<file path="src/hdl/bj0_pkg.sv">
`default_nettype none
package bj0_pkg;

    localparam int FRAC_BITS    = 48;
    localparam int TAYLOR_TERMS = 31;
    localparam int ASYM_TERMS   = 9;
    localparam int WORD_W       = 128;

    typedef logic [WORD_W-1:0] word_t;

    typedef enum logic [1:0] {
        SH_NONE,
        SH_34,
        SH_FRAC,
        SH_64
    } shift_sel_t;

    typedef struct packed {
        logic       start;
        shift_sel_t shift;
    } mul_req_t;

    typedef enum logic [5:0] {
        ST_IDLE, ST_SQ, ST_SQ_W, ST_SEL,
        ST_TM, ST_TM_W, ST_TD_W,
        ST_AR, ST_AR_W, ST_PP, ST_PP_W,
        ST_QD, ST_QD_W, ST_R2, ST_R2_W,
        ST_TRM, ST_TRM_W, ST_TRD_W, ST_SN, ST_SN_W,
        ST_INV, ST_INV_W, ST_MM, ST_MM_W, ST_SQR, ST_SQR_W,
        ST_T1, ST_T1_W, ST_T2, ST_T2_W, ST_T3, ST_T3_W, ST_T4, ST_T4_W,
        ST_FIN, ST_OUT
    } state_t;

    localparam word_t HALF_PI    = 128'h00000001921FB544_42D18469898CC517;
    localparam word_t QUARTER_PI = 128'h00000000C90FDAA2_2168C234C4C6628B;
    localparam word_t TWO_OVER_PI = 128'h0000000000000000_A2F9836E4E441529;
    localparam logic [63:0] ASYM_LIMIT = 64'd196 << 32;

    function automatic logic [63:0] taylor_threshold(input int idx);
        logic [31:0] v;
        case (idx)
            0: v = 32'd4;
            1: v = 32'd16;
            2: v = 32'd25;
            3: v = 32'd36;
            4: v = 32'd49;
            5: v = 32'd64;
            6: v = 32'd81;
            7: v = 32'd100;
            8: v = 32'd121;
            9: v = 32'd144;
            default: v = 32'd196;
        endcase
        return {v, 32'd0};
    endfunction

    function automatic logic [4:0] taylor_degree_of(input int idx);
        logic [4:0] d;
        case (idx)
            0: d = 5'd12;
            1: d = 5'd16;
            2: d = 5'd18;
            3: d = 5'd19;
            4: d = 5'd21;
            5: d = 5'd23;
            6: d = 5'd24;
            7: d = 5'd26;
            8: d = 5'd27;
            9: d = 5'd29;
            default: d = 5'd30;
        endcase
        return d;
    endfunction

    function automatic logic [4:0] taylor_degree(input logic [63:0] a);
        logic [4:0] d;
        d = 5'd0;
        for (int i = 10; i >= 0; i--) begin
            if (a < taylor_threshold(i)) begin
                d = taylor_degree_of(i);
            end
        end
        if (d > 5'(TAYLOR_TERMS - 1)) begin
            d = 5'(TAYLOR_TERMS - 1);
        end
        return d;
    endfunction

    function automatic word_t asym_coef(input logic [3:0] idx, input int fb);
        logic [63:0] num;
        int          ex;
        logic        neg;
        word_t       v;
        case (idx)
            4'd0: begin num = 64'd1; ex = 0; neg = 1'b0; end
            4'd1: begin num = 64'd1; ex = 3; neg = 1'b0; end
            4'd2: begin num = 64'd9; ex = 7; neg = 1'b1; end
            4'd3: begin num = 64'd75; ex = 10; neg = 1'b1; end
            4'd4: begin num = 64'd3675; ex = 15; neg = 1'b0; end
            4'd5: begin num = 64'd59535; ex = 18; neg = 1'b0; end
            4'd6: begin num = 64'd2401245; ex = 22; neg = 1'b1; end
            4'd7: begin num = 64'd57972915; ex = 25; neg = 1'b1; end
            4'd8: begin num = 64'd13043905875; ex = 31; neg = 1'b0; end
            default: begin num = 64'd0; ex = 0; neg = 1'b0; end
        endcase
        v = word_t'(num) << (fb - ex);
        return neg ? (~v + word_t'(1)) : v;
    endfunction

endpackage
`default_nettype wire

</file>
<file path="src/hdl/bj0_sqrt.sv">
`default_nettype none
module bj0_sqrt (
    input  wire logic           aclk,
    input  wire logic           aresetn,
    input  wire logic           start,
    input  wire bj0_pkg::word_t radicand,
    output bj0_pkg::word_t      root,
    output logic                done
);
    import bj0_pkg::*;

    logic       busy_reg, busy_next;
    logic       done_reg, done_next;
    logic [5:0] cnt_reg, cnt_next;
    word_t      n_reg, n_next;
    word_t      res_reg, res_next;
    word_t      bit_reg, bit_next;

    word_t trial;

    assign trial = res_reg + bit_reg;

    always_comb begin
        busy_next = busy_reg;
        done_next = 1'b0;
        cnt_next  = cnt_reg;
        n_next    = n_reg;
        res_next  = res_reg;
        bit_next  = bit_reg;
        if (start) begin
            n_next    = radicand;
            res_next  = '0;
            bit_next  = word_t'(1) << 126;
            cnt_next  = 6'd63;
            busy_next = 1'b1;
        end else if (busy_reg) begin
            if (n_reg >= trial) begin
                n_next   = n_reg - trial;
                res_next = (res_reg >> 1) + bit_reg;
            end else begin
                res_next = res_reg >> 1;
            end
            bit_next = bit_reg >> 2;
            cnt_next = cnt_reg - 6'd1;
            if (cnt_reg == 6'd0) begin
                busy_next = 1'b0;
                done_next = 1'b1;
            end
        end
    end

    always_ff @(posedge aclk) begin
        if (!aresetn) begin
            busy_reg <= 1'b0;
            done_reg <= 1'b0;
        end else begin
            busy_reg <= busy_next;
            done_reg <= done_next;
        end
        cnt_reg <= cnt_next;
        n_reg   <= n_next;
        res_reg <= res_next;
        bit_reg <= bit_next;
    end

    assign root = res_reg;
    assign done = done_reg;

endmodule
`default_nettype wire

</file>
<file path="config.mk">
export PLATFORM = sky130hd
export DESIGN_NAME = bj0_sqrt
export DESIGN_NICKNAME = d
export VERILOG_FILES = /design/src/hdl/bj0_pkg.sv /design/src/hdl/bj0_sqrt.sv
export SDC_FILE = /design/constraint.sdc
export NUM_CORES = 1
export LEC_CHECK = 0
export ABC_AREA = 0
export BUFFER_PORTS_ARGS = -buffer_cell sky130_fd_sc_hd__buf_2
export CORE_MARGIN = 5
export CORE_UTILIZATION = 57
export CTS_CLUSTER_SIZE = 14
export DETAILED_ROUTE_END_ITERATION = 7
export PLACE_DENSITY = 0.83
export RECOVER_POWER = 25
export SYNTH_ARGS = -nofsm -noshare
export SYNTH_HDL_FRONTEND = slang
export SYNTH_SLANG_ARGS = --single-unit
</file>
<file path="constraint.sdc">
create_clock -name aclk -period 14.3 [get_ports aclk]
set_input_delay 2.145 -clock aclk [delete_from_list [all_inputs] [get_ports aclk]]
set_output_delay 2.145 -clock aclk [all_outputs]
set_load 0.02 [all_outputs]
</file>
Yosys cells after proc, flatten, opt, wreduce, memory -nomap -nowiden:

Cells that the tools add are included.

* flip-flop bits (word level): 328
* logic and storage cells: 26

* muxes and demuxes: 8
* bitwise logic cells: 2
* add/sub/neg operators: 4
* reductions and logical operators: 5
* magnitude comparators: 1

Operators with widths (number)
* two-way mux 128 bit: 4
* adder 127 x 127 -> 128 bit: 1
* adder 128 x 127 -> 128 bit: 1
* >= comparator 128 bit: 1
* subtractor 128 bit: 1
* zero test 6 bit: 1
* subtractor 6 x 1 -> 6 bit (second input constant): 1
* two-way mux 1 bit: 4
* nonzero test 2 bit: 2
* OR reduction 3 bit: 1
* inverter 1 bit: 2
* AND reduction 2 bit: 1

Depth between registers and ports, before layout:

* depth in word-level cells: 5
* mapped depth: 30
* mapped depth without buffers: 27

Worst setup path before layout:

OpenSTA, ideal clock, no wires.

* kind: reg2reg
* start: reg res_reg[24] (netlist: root[24])
* end: reg n_reg[0] (enable)
* required time: 13.508 ns
* stages on the path, launching flop included: 27
* setup slack: -0.612 ns
* path buffers: 4
* arrival time: 14.120 ns
* library setup time: 0.792 ns
* cell sequence: dfxtp_1 -> ha_1 -> a31o_2 -> a41oi_1 -> o31ai_1 -> a211oi_1 -> o21ai_0 -> a31oi_1 -> o31ai_1 -> a41oi_1 -> nor4_1 -> or3_1 -> a21oi_1 -> xor2_1 -> ha_1 -> clkbuf_1 -> nand2_1 -> nor2_1 -> nand2_1 -> o21ai_0 -> o21bai_1 -> a21oi_1 -> a22o_2 -> buf_4 -> buf_2 -> buf_2 -> o21ai_0

* word-level cells in the longest chain between the ends: 4

RTL lines
* start: declaration: RTL line bj0_sqrt.sv:16 `word_t res_reg, res_next;`
* start signal: assignment: RTL line bj0_sqrt.sv:62 `res_reg <= res_next;`
* adder 128 x 127 -> 128 bit: RTL line bj0_sqrt.sv:21 `assign trial = res_reg + bit_reg;`
* >= comparator 128 bit: RTL line bj0_sqrt.sv:37 `if (n_reg >= trial) begin`
* nonzero test 2 bit (no source line)
* AND reduction 2 bit (no source line)
* end signal: assignment: RTL line bj0_sqrt.sv:61 `n_reg <= n_next;`
* end: declaration: RTL line bj0_sqrt.sv:15 `word_t n_reg, n_next;`

No other way between the ends.
A chain may end at the register's enable or synchronous reset.

Worst setup path in the final report:

* start: in start
* end: reg n_reg[118], data pin

* word-level cells in the longest chain between the ends: 1

RTL lines
* start: declaration: RTL line bj0_sqrt.sv:5 `input wire logic start,`
* two-way mux 128 bit: RTL line bj0_sqrt.sv:30 `if (start) begin`
* net n_next[118]: RTL line bj0_sqrt.sv:15

The timed path passes the listed nets, and every way through them passes these cells.

==> results.yml <==
run_status:
  status: "complete, but fails checks"
  violations: "capacitance limit, slew limit"
layout:
  fillers: 5385
  final_layout_size_suffix_gt1_share_pct: 7.48
  multi_input_area_um2: 24000
  fin_util_pct: 62.2
  nets: 4905
  design_area_um2: 35900
  area_growth_pct: 8.09
  n_antenna_cell: 0
  seq_area_um2: 7850
global_route:
  grt_overflow: 0
  gr-usage-all-layers_pct: 35.4
  grt_pass1_vias: 32590
  grt_first_pass_wirelength_um: 183000
  antenna_found_initial: 0
  grt_max_degree: 153
worst_setup_path:
  cp_slowest_cell: "clkbuf_1"
  worstSetupStartpointType: "input pin"
  arrival_ns: 10.30
  required_ns: 14.71
  cp_max_fo: 124
  max_stage_delay_ns: 3.26
  path_cells: "clkbuf_1 > clkbuf_1 > buf_4 > buf_4 > nor4_1 > a311o_1 > a211oi_1"
  crit_type: "in -> reg"
  cp-end-kind: "register"
  reg2reg_slack_ns: 4.97
timing:
  finalSetupTns_ns: 0
  clock.fmax_mhz: 101
  period_share_pct: 69.2
  skew_ns: 0.0210
  worstMarginPinSlew_ns: 4.74
  hold_viol_final: 0
  whs_ns: 0.471
  rsz0062_at_grt: "no"
  maxSlewHeadroom_pct: -216
  min_period_ns: 9.89
  setup_viol: 0
  drv_slew: 312
  worst_slack_ns: 4.41
synthesis:
  yosysSeqAreaShare_pct: 23.7
  synth.avg_cell_area_um2: 7.42
  syn_area_um2: 33200
  ys.flop_type: "dfxtp_1"
  syn_inst: 4469
  ys_ff_latch: 328
  synthTopCellsByArea: "dfxtp_1, edfxtp_1, ha_1, nand2_1, nor2_1"
  synth_edf_count: 128
  synth_nets: 4861
  synth.distinct_cells: 91
  yosysMostFrequentCell: "nand2_1"
  async_flop_share_pct: 0
  synthTopCellsByCount: "nand2_1, nor2_1, o21ai_0"
  netlist.area_leader.share_pct: 12.1
  yosys_warnings: 0
  yosys.area.top_type: "dfxtp_1"
floorplanning:
  io_pins: 260
  die_h_um: 251
  std_cell_rows: 88
  coreArea_um2: 57700
  die_area_um2: 63100
  die_w_um: 251
  initial_core_util_pct: 57.5
detailed_routing:
  drc: 0
  drtPass1Iterations: 6
  vias_per_cell: 6.66
  wire_per_inst_um: 22.4
  vias: 35405
  routed_wl_um: 119000
  drtIter0Drc: 3733
  antenna_left: 0
min_path:
  hold_path_class: "reg -> reg"
placement:
  post-dp-hpwl_um: 91500
  post-place-ws_ns: 5.42
  gp_congestion: 1.07
  io_buffer_count: 259
  place_area_um2: 34500
pwr:
  p_leak_uw: 0.0133
  ir_drop_uv: 137
  p_per_area_nw_per_um2: 164
clocking:
  clock_sinks: 328
  cts_resized: 0
  cts_hold_buf: 0
  htreeDepth: 2
  cts_tree: "yes"
  post-cts-setup-buffers: 0
  clk_latency_ns: 0.61
  cts_buffers: 43
  path_clk_slew_ns: 0.05
  cts_root_buf: "clkbuf_16"
  cts_buffer_depth: 3
flow_run:
  drv_cap: 4
stage by stage:
step           std cells  power (uW)
6_report            5313        5880
5_1_grt             5313        6220
4_1_cts             5313        5810
3_5_place_dp        5233        4660
3_3_place_gp        5233        4650
2_1_floorplan       4469        3810
cell families (layout without fill, tap and decap cells):
family / count (synthesis) / count (layout) / synth area share (%)
and+or+nand+nor: 1655 / 1655 / 22.6
buffers and inverters: 346 / 425 / 4.07
muxes: 73 / 73 / 2.21
DFF: 328 / 328 / 23.7
adders and majority gates: 261 / 261 / 9.86
xor gates and xnor gates: 323 / 323 / 8.53
AOI/OAI and AO/OA: 1483 / 1483 / 29.1
placed cells by master, fill, tap and decap left out, types with 139 or more instances in the layout:
cell type,count
nand2_1,588
nor2_1,493
o21ai_0,363
a21oi_1,306
ha_1,260
dfxtp_1,199
buf_2,176
xnor2_1,165
xor2_1,158
nand4_1,139
worst max-delay path: cells and delay by family:
family          cells  cell delay (ns)
compound gates      2             0.54
buf+inv             4             7.36
simple gates        1             0.13
final timing paths:
check	start	end	cells past startpoint
setup / recovery	start	n_reg[118]	7
hold / removal	cnt_reg[0]	cnt_reg[0]	2
setup reg to reg	bit_reg[0]	n_reg[47]	22
hold reg to reg	cnt_reg[0]	cnt_reg[0]	2
layout make-up:
| type | instances | share of cell area [%] |
|---|---|---|
| clock buffers | 60 | 3.58 |
| repair buffers | 279 | 3.75 |
| clock inverters | 20 | 0.485 |
| multi-input cells | 3795 | 66.9 |
| well taps | 765 | 2.67 |
| flip-flops and latches | 328 | 21.9 |
| inverters | 66 | 0.691 |
power by group:
part | switching, uW | internal, uW | leakage, uW
clock network | 465 | 666 | 0.000726
logic | 2140 | 1160 | 0.00961
registers | 199 | 1250 | 0.00292
metal layers:
metal,wire length (um),track usage (%),up-vias
li1,-,-,16710
met1,48100,46.6,16392
met2,52400,56.1,1946
met3,12300,7.55,357
met4,6140,15.6,0
met5,0,0,-
No activity file was read; power rests on OpenSTA's default activity.
