## src/hdl/bj0_pkg.sv

```systemverilog
`default_nettype none
package bj0_pkg;

    localparam int FRAC_BITS    = 48;
    localparam int TAYLOR_TERMS = 31;
    localparam int ASYM_TERMS   = 9;
    localparam int WORD_W       = 128;

    typedef logic [WORD_W-1:0] word_t;

    typedef enum logic [1:0] {
        SH_NONE,
        SH_34,
        SH_FRAC,
        SH_64
    } shift_sel_t;

    typedef struct packed {
        logic       start;
        shift_sel_t shift;
    } mul_req_t;

    typedef enum logic [5:0] {
        ST_IDLE, ST_SQ, ST_SQ_W, ST_SEL,
        ST_TM, ST_TM_W, ST_TD_W,
        ST_AR, ST_AR_W, ST_PP, ST_PP_W,
        ST_QD, ST_QD_W, ST_R2, ST_R2_W,
        ST_TRM, ST_TRM_W, ST_TRD_W, ST_SN, ST_SN_W,
        ST_INV, ST_INV_W, ST_MM, ST_MM_W, ST_SQR, ST_SQR_W,
        ST_T1, ST_T1_W, ST_T2, ST_T2_W, ST_T3, ST_T3_W, ST_T4, ST_T4_W,
        ST_FIN, ST_OUT
    } state_t;

    localparam word_t HALF_PI    = 128'h00000001921FB544_42D18469898CC517;
    localparam word_t QUARTER_PI = 128'h00000000C90FDAA2_2168C234C4C6628B;
    localparam word_t TWO_OVER_PI = 128'h0000000000000000_A2F9836E4E441529;
    localparam logic [63:0] ASYM_LIMIT = 64'd196 << 32;

    function automatic logic [63:0] taylor_threshold(input int idx);
        logic [31:0] v;
        case (idx)
            0: v = 32'd4;
            1: v = 32'd16;
            2: v = 32'd25;
            3: v = 32'd36;
            4: v = 32'd49;
            5: v = 32'd64;
            6: v = 32'd81;
            7: v = 32'd100;
            8: v = 32'd121;
            9: v = 32'd144;
            default: v = 32'd196;
        endcase
        return {v, 32'd0};
    endfunction

    function automatic logic [4:0] taylor_degree_of(input int idx);
        logic [4:0] d;
        case (idx)
            0: d = 5'd12;
            1: d = 5'd16;
            2: d = 5'd18;
            3: d = 5'd19;
            4: d = 5'd21;
            5: d = 5'd23;
            6: d = 5'd24;
            7: d = 5'd26;
            8: d = 5'd27;
            9: d = 5'd29;
            default: d = 5'd30;
        endcase
        return d;
    endfunction

    function automatic logic [4:0] taylor_degree(input logic [63:0] a);
        logic [4:0] d;
        d = 5'd0;
        for (int i = 10; i >= 0; i--) begin
            if (a < taylor_threshold(i)) begin
                d = taylor_degree_of(i);
            end
        end
        if (d > 5'(TAYLOR_TERMS - 1)) begin
            d = 5'(TAYLOR_TERMS - 1);
        end
        return d;
    endfunction

    function automatic word_t asym_coef(input logic [3:0] idx, input int fb);
        logic [63:0] num;
        int          ex;
        logic        neg;
        word_t       v;
        case (idx)
            4'd0: begin num = 64'd1; ex = 0; neg = 1'b0; end
            4'd1: begin num = 64'd1; ex = 3; neg = 1'b0; end
            4'd2: begin num = 64'd9; ex = 7; neg = 1'b1; end
            4'd3: begin num = 64'd75; ex = 10; neg = 1'b1; end
            4'd4: begin num = 64'd3675; ex = 15; neg = 1'b0; end
            4'd5: begin num = 64'd59535; ex = 18; neg = 1'b0; end
            4'd6: begin num = 64'd2401245; ex = 22; neg = 1'b1; end
            4'd7: begin num = 64'd57972915; ex = 25; neg = 1'b1; end
            4'd8: begin num = 64'd13043905875; ex = 31; neg = 1'b0; end
            default: begin num = 64'd0; ex = 0; neg = 1'b0; end
        endcase
        v = word_t'(num) << (fb - ex);
        return neg ? (~v + word_t'(1)) : v;
    endfunction

endpackage
`default_nettype wire

```

## src/hdl/bj0_mul.sv

```systemverilog
`default_nettype none
module bj0_mul #(
    parameter int FRAC_W = bj0_pkg::FRAC_BITS
) (
    input  wire logic             aclk,
    input  wire logic             aresetn,
    input  wire bj0_pkg::mul_req_t req,
    input  wire bj0_pkg::word_t   op_a,
    input  wire bj0_pkg::word_t   op_b,
    output bj0_pkg::word_t        prod,
    output logic                  done
);
    import bj0_pkg::*;

    logic       busy_reg, busy_next;
    logic       fin_reg, fin_next;
    logic       done_reg, done_next;
    logic [3:0] cnt_reg, cnt_next;
    word_t      a_reg, a_next;
    word_t      b_reg, b_next;
    word_t      acc_reg, acc_next;
    word_t      prod_reg, prod_next;
    logic       neg_reg, neg_next;
    shift_sel_t sh_reg, sh_next;

    logic [31:0] limb_a;
    logic [31:0] limb_b;
    logic [63:0] pp;
    logic [2:0]  lsum;
    word_t       addend;
    word_t       shifted;

    always_comb begin
        limb_a = a_reg[{cnt_reg[3:2], 5'd0} +: 32];
        limb_b = b_reg[{cnt_reg[1:0], 5'd0} +: 32];
        pp     = limb_a * limb_b;
        lsum   = {1'b0, cnt_reg[3:2]} + {1'b0, cnt_reg[1:0]};
        addend = (lsum <= 3'd3) ? (word_t'(pp) << {lsum[1:0], 5'd0}) : '0;
        case (sh_reg)
            SH_NONE: shifted = acc_reg;
            SH_34:   shifted = acc_reg >> 34;
            SH_FRAC: shifted = acc_reg >> FRAC_W;
            SH_64:   shifted = acc_reg >> 64;
            default: shifted = acc_reg;
        endcase
    end

    always_comb begin
        busy_next = busy_reg;
        fin_next  = 1'b0;
        done_next = 1'b0;
        cnt_next  = cnt_reg;
        a_next    = a_reg;
        b_next    = b_reg;
        acc_next  = acc_reg;
        prod_next = prod_reg;
        neg_next  = neg_reg;
        sh_next   = sh_reg;
        if (req.start) begin
            a_next    = op_a[WORD_W-1] ? (~op_a + word_t'(1)) : op_a;
            b_next    = op_b[WORD_W-1] ? (~op_b + word_t'(1)) : op_b;
            neg_next  = op_a[WORD_W-1] ^ op_b[WORD_W-1];
            sh_next   = req.shift;
            acc_next  = '0;
            cnt_next  = 4'd0;
            busy_next = 1'b1;
        end else if (busy_reg) begin
            acc_next = acc_reg + addend;
            cnt_next = cnt_reg + 4'd1;
            if (cnt_reg == 4'd15) begin
                busy_next = 1'b0;
                fin_next  = 1'b1;
            end
        end else if (fin_reg) begin
            prod_next = neg_reg ? (~shifted + word_t'(1)) : shifted;
            done_next = 1'b1;
        end
    end

    always_ff @(posedge aclk) begin
        if (!aresetn) begin
            busy_reg <= 1'b0;
            fin_reg  <= 1'b0;
            done_reg <= 1'b0;
        end else begin
            busy_reg <= busy_next;
            fin_reg  <= fin_next;
            done_reg <= done_next;
        end
        cnt_reg  <= cnt_next;
        a_reg    <= a_next;
        b_reg    <= b_next;
        acc_reg  <= acc_next;
        prod_reg <= prod_next;
        neg_reg  <= neg_next;
        sh_reg   <= sh_next;
    end

    assign prod = prod_reg;
    assign done = done_reg;

endmodule
`default_nettype wire

```

## config.mk

```make
export PLATFORM = sky130hd
export DESIGN_NAME = bj0_mul
export DESIGN_NICKNAME = d
export VERILOG_FILES = /design/src/hdl/bj0_pkg.sv /design/src/hdl/bj0_mul.sv
export SDC_FILE = /design/constraint.sdc
export NUM_CORES = 2
export LEC_CHECK = 0
export BUFFER_PORTS_ARGS = -buffer_cell sky130_fd_sc_hd__buf_4
export CORE_UTILIZATION = 30
export CTS_CLUSTER_DIAMETER = 30
export CTS_CLUSTER_SIZE = 8
export DETAILED_ROUTE_END_ITERATION = 7
export PLACE_DENSITY = 0.48
export SETUP_SLACK_MARGIN = 0.3
export SYNTH_ARGS = -nofsm -noshare
export SYNTH_HDL_FRONTEND = slang
export SYNTH_SLANG_ARGS = --single-unit
```

## constraint.sdc

```tcl
create_clock -name aclk -period 34.1 [get_ports aclk]
set_input_delay 5.115 -clock aclk [delete_from_list [all_inputs] [get_ports aclk]]
set_output_delay 5.115 -clock aclk [all_outputs]
set_load 0.05 [all_outputs]
```

Word level (Yosys, flattened, before mapping)
Cells that the tools add are included.
Operators by class
  add/subtract/negate cells: 6
  multiply operators: 1
  order comparisons: 1
  equality and inequality tests: 4
  shift-type cells: 3
  muxes and demuxes: 10
  bitwise operators: 7
  reductions and logical operators: 4
Operators by type and width (count)
  case mux 128 bit (4 select lines): 1
  adder 128 x 1 -> 128 bit (second input constant): 3
  NOT 128 bit: 3
  2-to-1 mux 128 bit: 2
  variable part select 128 x 8 -> 32 bit: 2
  2-to-1 mux 127 bit: 2
  adder 128 bit: 1
  << shifter 64 x 7 -> 128 bit: 1
  multiplier 32 x 32 -> 64 bit: 1
  OR reduction 3 bit: 2
  2-to-1 mux 1 bit: 5
  adder 4 x 1 -> 4 bit (second input constant): 1
  == test 2 bit (second input constant): 2
  == test 4 bit (second input constant): 1
  adder 2 x 2 -> 3 bit: 1
  <= comparator 3 x 2 -> 1 bit (second input constant): 1
  NOT 1 bit: 3
  AND reduction 3 bit: 1
  == test 2 x 1 -> 1 bit (second input constant): 1
  zero test 2 bit: 1
  XOR 1 bit: 1
Word-level totals
  register bits: 522
  output and inout port bits: 129
  logic and storage cells: 48

Depth between registers and ports, before layout
  word-level depth: 5
  mapped depth: 51

Least setup slack after synthesis
OpenSTA, ideal clock, no wires.
  path kind: reg2reg
  start: register cnt_reg[1]
  end: register acc_reg[116]
  library setup time: 130 ps
  arrival: 11820 ps
  required time: 33970 ps
  slack: 22150 ps
  cell stages (with the launch flop): 46
  path buffers: 6
  cell sequence: dfxtp_1 clkbuf_1 clkbuf_1 buf_1 mux2i_1 nand2_1 o21ai_1 clkbuf_1 nor2_1 fa_1 inv_1 fa_1 fa_1 fa_1 inv_1 fa_1 inv_1 fa_1 [... 10 more ...] a22o_1 a221oi_1 o31ai_1 or2_2 a31oi_1 xnor2_1 a22o_1 ha_1 clkbuf_1 nand4_1 or4_1 or4_1 nor4_1 a21o_1 a21oi_1 o41ai_1 xnor2_1 o22ai_1
Between the ends
  cells in the longest elaborated chain, start to end: 5
Ends and longest elaborated chain
  start: declaration: RTL line bj0_mul.sv:18  | logic [3:0] cnt_reg, cnt_next;
  start signal: assignment: RTL line bj0_mul.sv:90  | cnt_reg <= cnt_next;
  variable part select 128 x 8 -> 32 bit: RTL line bj0_mul.sv:35  | limb_b = b_reg[{cnt_reg[1:0], 5'd0} +: 32];
  multiplier 32 x 32 -> 64 bit: RTL line bj0_mul.sv:36  | pp = limb_a * limb_b;
  << shifter 64 x 7 -> 128 bit: RTL line bj0_mul.sv:38  | addend = (lsum <= 3'd3) ? (word_t'(pp) << {lsum[1:0], 5'd0}) : '0;
  2-to-1 mux 128 bit (*): RTL line bj0_mul.sv:38
  adder 128 bit (*): RTL line bj0_mul.sv:68  | acc_next = acc_reg + addend;
  end signal: assignment: RTL line bj0_mul.sv:93  | acc_reg <= acc_next;
  end: declaration: RTL line bj0_mul.sv:21  | word_t acc_reg, acc_next;
Every way passes the cells marked *; elsewhere a longest branch is shown, timed or not.
A chain may end at the register's enable or synchronous reset.

Final worst setup path
  start: register cnt_reg[1]
  end: register acc_reg[127]
Same word-level chain as after synthesis.

==> flow_summary.toml <==
[route]
postRouteAntennaNets = 0
drc_errors = 0
finalWirelength_mm = 281.7
first_pass_iters = 5
vias_per_cell = 5.297
initialDrtViolationCount = 5571
vias = 60250
wl_per_cell_um = 24.77

[worst_setup_path]
ff2ff_setup_slack_ps = 18890
worst_r2r_path_depth = 38
critPathSlowestCell = "o311ai_0"
crit_top_cell = "fa_1"
r2r-start = "cnt_reg[1]$_SDFFE_PP0P_"
crit_path_max_incr_delay_ps = 1020
critPathCaptureType = "flip-flop"
cp_data_arrival_time_ps = 15910
r2r_end = "acc_reg[127]$_SDFFE_PP0P_"
crit_path_start_kind = "flip-flop"
cp.required_ps = 34800
crit_fanout = 37
crit_type = "flip-flop to flip-flop"

[cts]
cts_buffers = 140
cts_tree = "yes"
postCtsSetupRepairBufs = 0
clk_pin_slew_worst_paths_ps = 40
cts_htree_levels = 4
cts.repair.resized = 0
clk_latency_ps = 800
root_buffer = "clkbuf_16"
clock_path_buffers = 3
postCtsHoldBufs = 0
cts_num_sinks = 522

[synthesis]
synthDistinctLibCells = 96
synth-xor-area-share_pct = 6.572
yosysWarnings = 0
synth_compound_area_share_pct = 11.86
synth_cells = 7898
avgSynthCellArea_um2 = 8.977
synth_nets = 9452
synth_top_family_by_area = "adder cells"
synthSimpleGateAreaFrac_pct = 15.75
ys_seq_elements = 522
yosysSeqAreaShare_pct = 20.20
ys.flop_type = "edfxtp_1"
synthArstFlopShare_pct = 0
synth_adder_area_share_pct = 32.33
muxShareOfSynthArea_pct = 5.547
syn-cell-area_um2 = 70900
synth_edf_count = 387

[global_route]
grt_pass1_vias = 61204
grt_max_degree = 120
antenna_found_initial = 13
grt_overflow = 0
track_usage_pct = 23.40
grt_pass1_wl_mm = 411.9

[outcome]
outcome = "finished, final reports clean"

[min_path]
hp-class = "flip-flop to flip-flop"
hp-start = "fin_reg$_SDFF_PP0_"
hold_path_end = "done$_SDFF_PP0_"
worst_hold_path.num_cells = 1

[die]
die_area_um2 = 238300
core-area_um2 = 235200
die_h_um = 488.1
design.portCount = 390
rows = 178
die-width_um = 488.1
initial_core_util_pct = 30.15

[place]
gp_congestion = 0.9696
hpwl_mm = 227.1
place.port_buffers = 389
dpl.cell_count = 11112

[timing]
slew_violations = 0
finalSetupTns_ps = 0
setup_viol = 0
period_minus_slack_ps = 15210
fin_crit_sh_pct = 44.61
hold_violations = 0
skew_ps = 60.65
rsz0062_at_grt = "no"
tightest_slew_ps = 1266
slew_headroom_pct = 15.63
max_freq_ghz = 0.06574

[layout]
final_nets = 9658
n_fill_cell = 24428
drive_above_1_share_pct = 12.35
instances_no_fill = 11374
regArea_um2 = 14340
multi_input_comb_area_um2 = 51310
syn2layout_area_growth_pct = 15.72

[flow_run]
maxCapViolations = 0
[placed cells by master (no fill, tap or decap), types with 57 or more instances in the layout]
cell type  count
inv_1        980
nor2_1       918
nand2_1      901
fa_1         898
buf_4        521
xnor2_1      446
ha_1         395
edfxtp_1     387
o21ai_0      332
a21oi_1      291
mux2i_1      163
clkbuf_16    140
dfxtp_1      130
a21o_1       109
o31ai_1      101
nand4_1       94
xor2_1        86
o21a_1        79
nand3_1       78
nor3_1        72
mux4_2        69
mux2_2        64
o41ai_1       60
or3_1         57
nor4_1        57
[final cells by class]
class / count / area share [%]
clock buffers: 163 / 4.461
repair buffers: 523 / 4.810
well taps: 3150 / 4.804
inverters: 982 / 4.493
multi-input cells: 5935 / 62.53
diodes: 7 / 0.02135
flip-flops and latches: 522 / 17.48
clock inverters: 92 / 1.397
[worst max-delay path by stage]
stage                                  from                         to  slack [ps]  depth (start not counted)
floorplan           cnt_reg[1]$_SDFFE_PP0P_  acc_reg[116]$_SDFFE_PP0P_       22150                         45
global placement    cnt_reg[1]$_SDFFE_PP0P_  acc_reg[127]$_SDFFE_PP0P_       18610                         38
detailed placement  cnt_reg[1]$_SDFFE_PP0P_  acc_reg[127]$_SDFFE_PP0P_       18990                         38
CTS                 cnt_reg[1]$_SDFFE_PP0P_  acc_reg[127]$_SDFFE_PP0P_       18980                         38
global route        cnt_reg[1]$_SDFFE_PP0P_  acc_reg[127]$_SDFFE_PP0P_       18360                         38
finish              cnt_reg[1]$_SDFFE_PP0P_  acc_reg[127]$_SDFFE_PP0P_       18890                         38
[through the flow]
step / utilization [%] / area [um^2] / worst slack, ps / hold slack (ps)
floorplan: - / 70900 / 22150 / 443.8
global placement: 32.83 / 77220 / 18610 / 501.1
detailed placement: 32.84 / 77220 / 18990 / 502.5
CTS: 34.88 / 82030 / 18980 / 507.7
global route: 34.88 / 82030 / 18360 / 518.0
finish: 34.89 / 82050 / 18890 / 507.9
[routing by layer]
layer  share of wire (%)  vias to the layer above  wire [um]  global-route usage (%)
met4                 4.3                        8      12150                   9.676
met3                 6.5                      526      18440                   3.583
met2                  46                     2490     128200                   37.14
met5               0.017                        -         49                       0
li1                    -                    26802          -                       -
met1                  44                    30424     122900                   31.62
[cell families (layout without fill, tap and decap cells)]
group                    count (synthesis)  count (layout)
AND/OR/NAND/NOR                       2489            2489
multiplexers                           297             297
other                                    0               7
buffers and inverters                 1441            1760
XOR/XNOR                               532             532
AO/OA/AOI/OAI                         1324            1324
flip-flops                             522             522
adder cells (fa/ha/maj)               1293            1293
[Yosys cell counts (all sizes together), types with 13 or more instances]
cell type	n	area (um^2)
nor4	62	436.7
o22ai	35	219.0
mux2i	163	1632
ha	395	4942
nand2	901	3382
nand3	79	400.4
a31oi	41	256.5
mux4	70	1580
buf	51	265.3
nor3	77	422.9
a21oi	291	1456
o41ai	60	525.5
xor2	86	753.2
and3	22	137.6
nor2	922	3466
xnor2	446	3906
clkbuf	408	1534
and2	57	357.8
o21a	79	593.1
o211ai	17	127.6
edfxtp	387	11620
a221oi	13	113.9
or3	61	401.6
a22o	13	113.9
nor2b	36	225.2
fa	898	17980
or4	58	465.5
nand2b	42	277.8
o31ai	103	792.0
a211oi	25	197.7
inv	980	3679
o21ai	391	1961
or2	41	256.5
o21bai	52	390.4
dfxtp	135	2703
nand4	95	600.6
mux2	64	720.7
a21o	109	818.3
[worst max-delay path: cells and delay by family (launching register included)]
family / cells / cell delay (ps)
DFF: 1 / 630
muxes: 1 / 440
adders and majority gates: 10 / 4580
buffers and inverters: 5 / 760
AOI/OAI and AO/OA: 14 / 6740
and+or+nand+nor: 8 / 1890
Power is left out: the tool's default activity adds up to more than one toggle a clock period on the data nets, which glitch-free logic cannot reach.
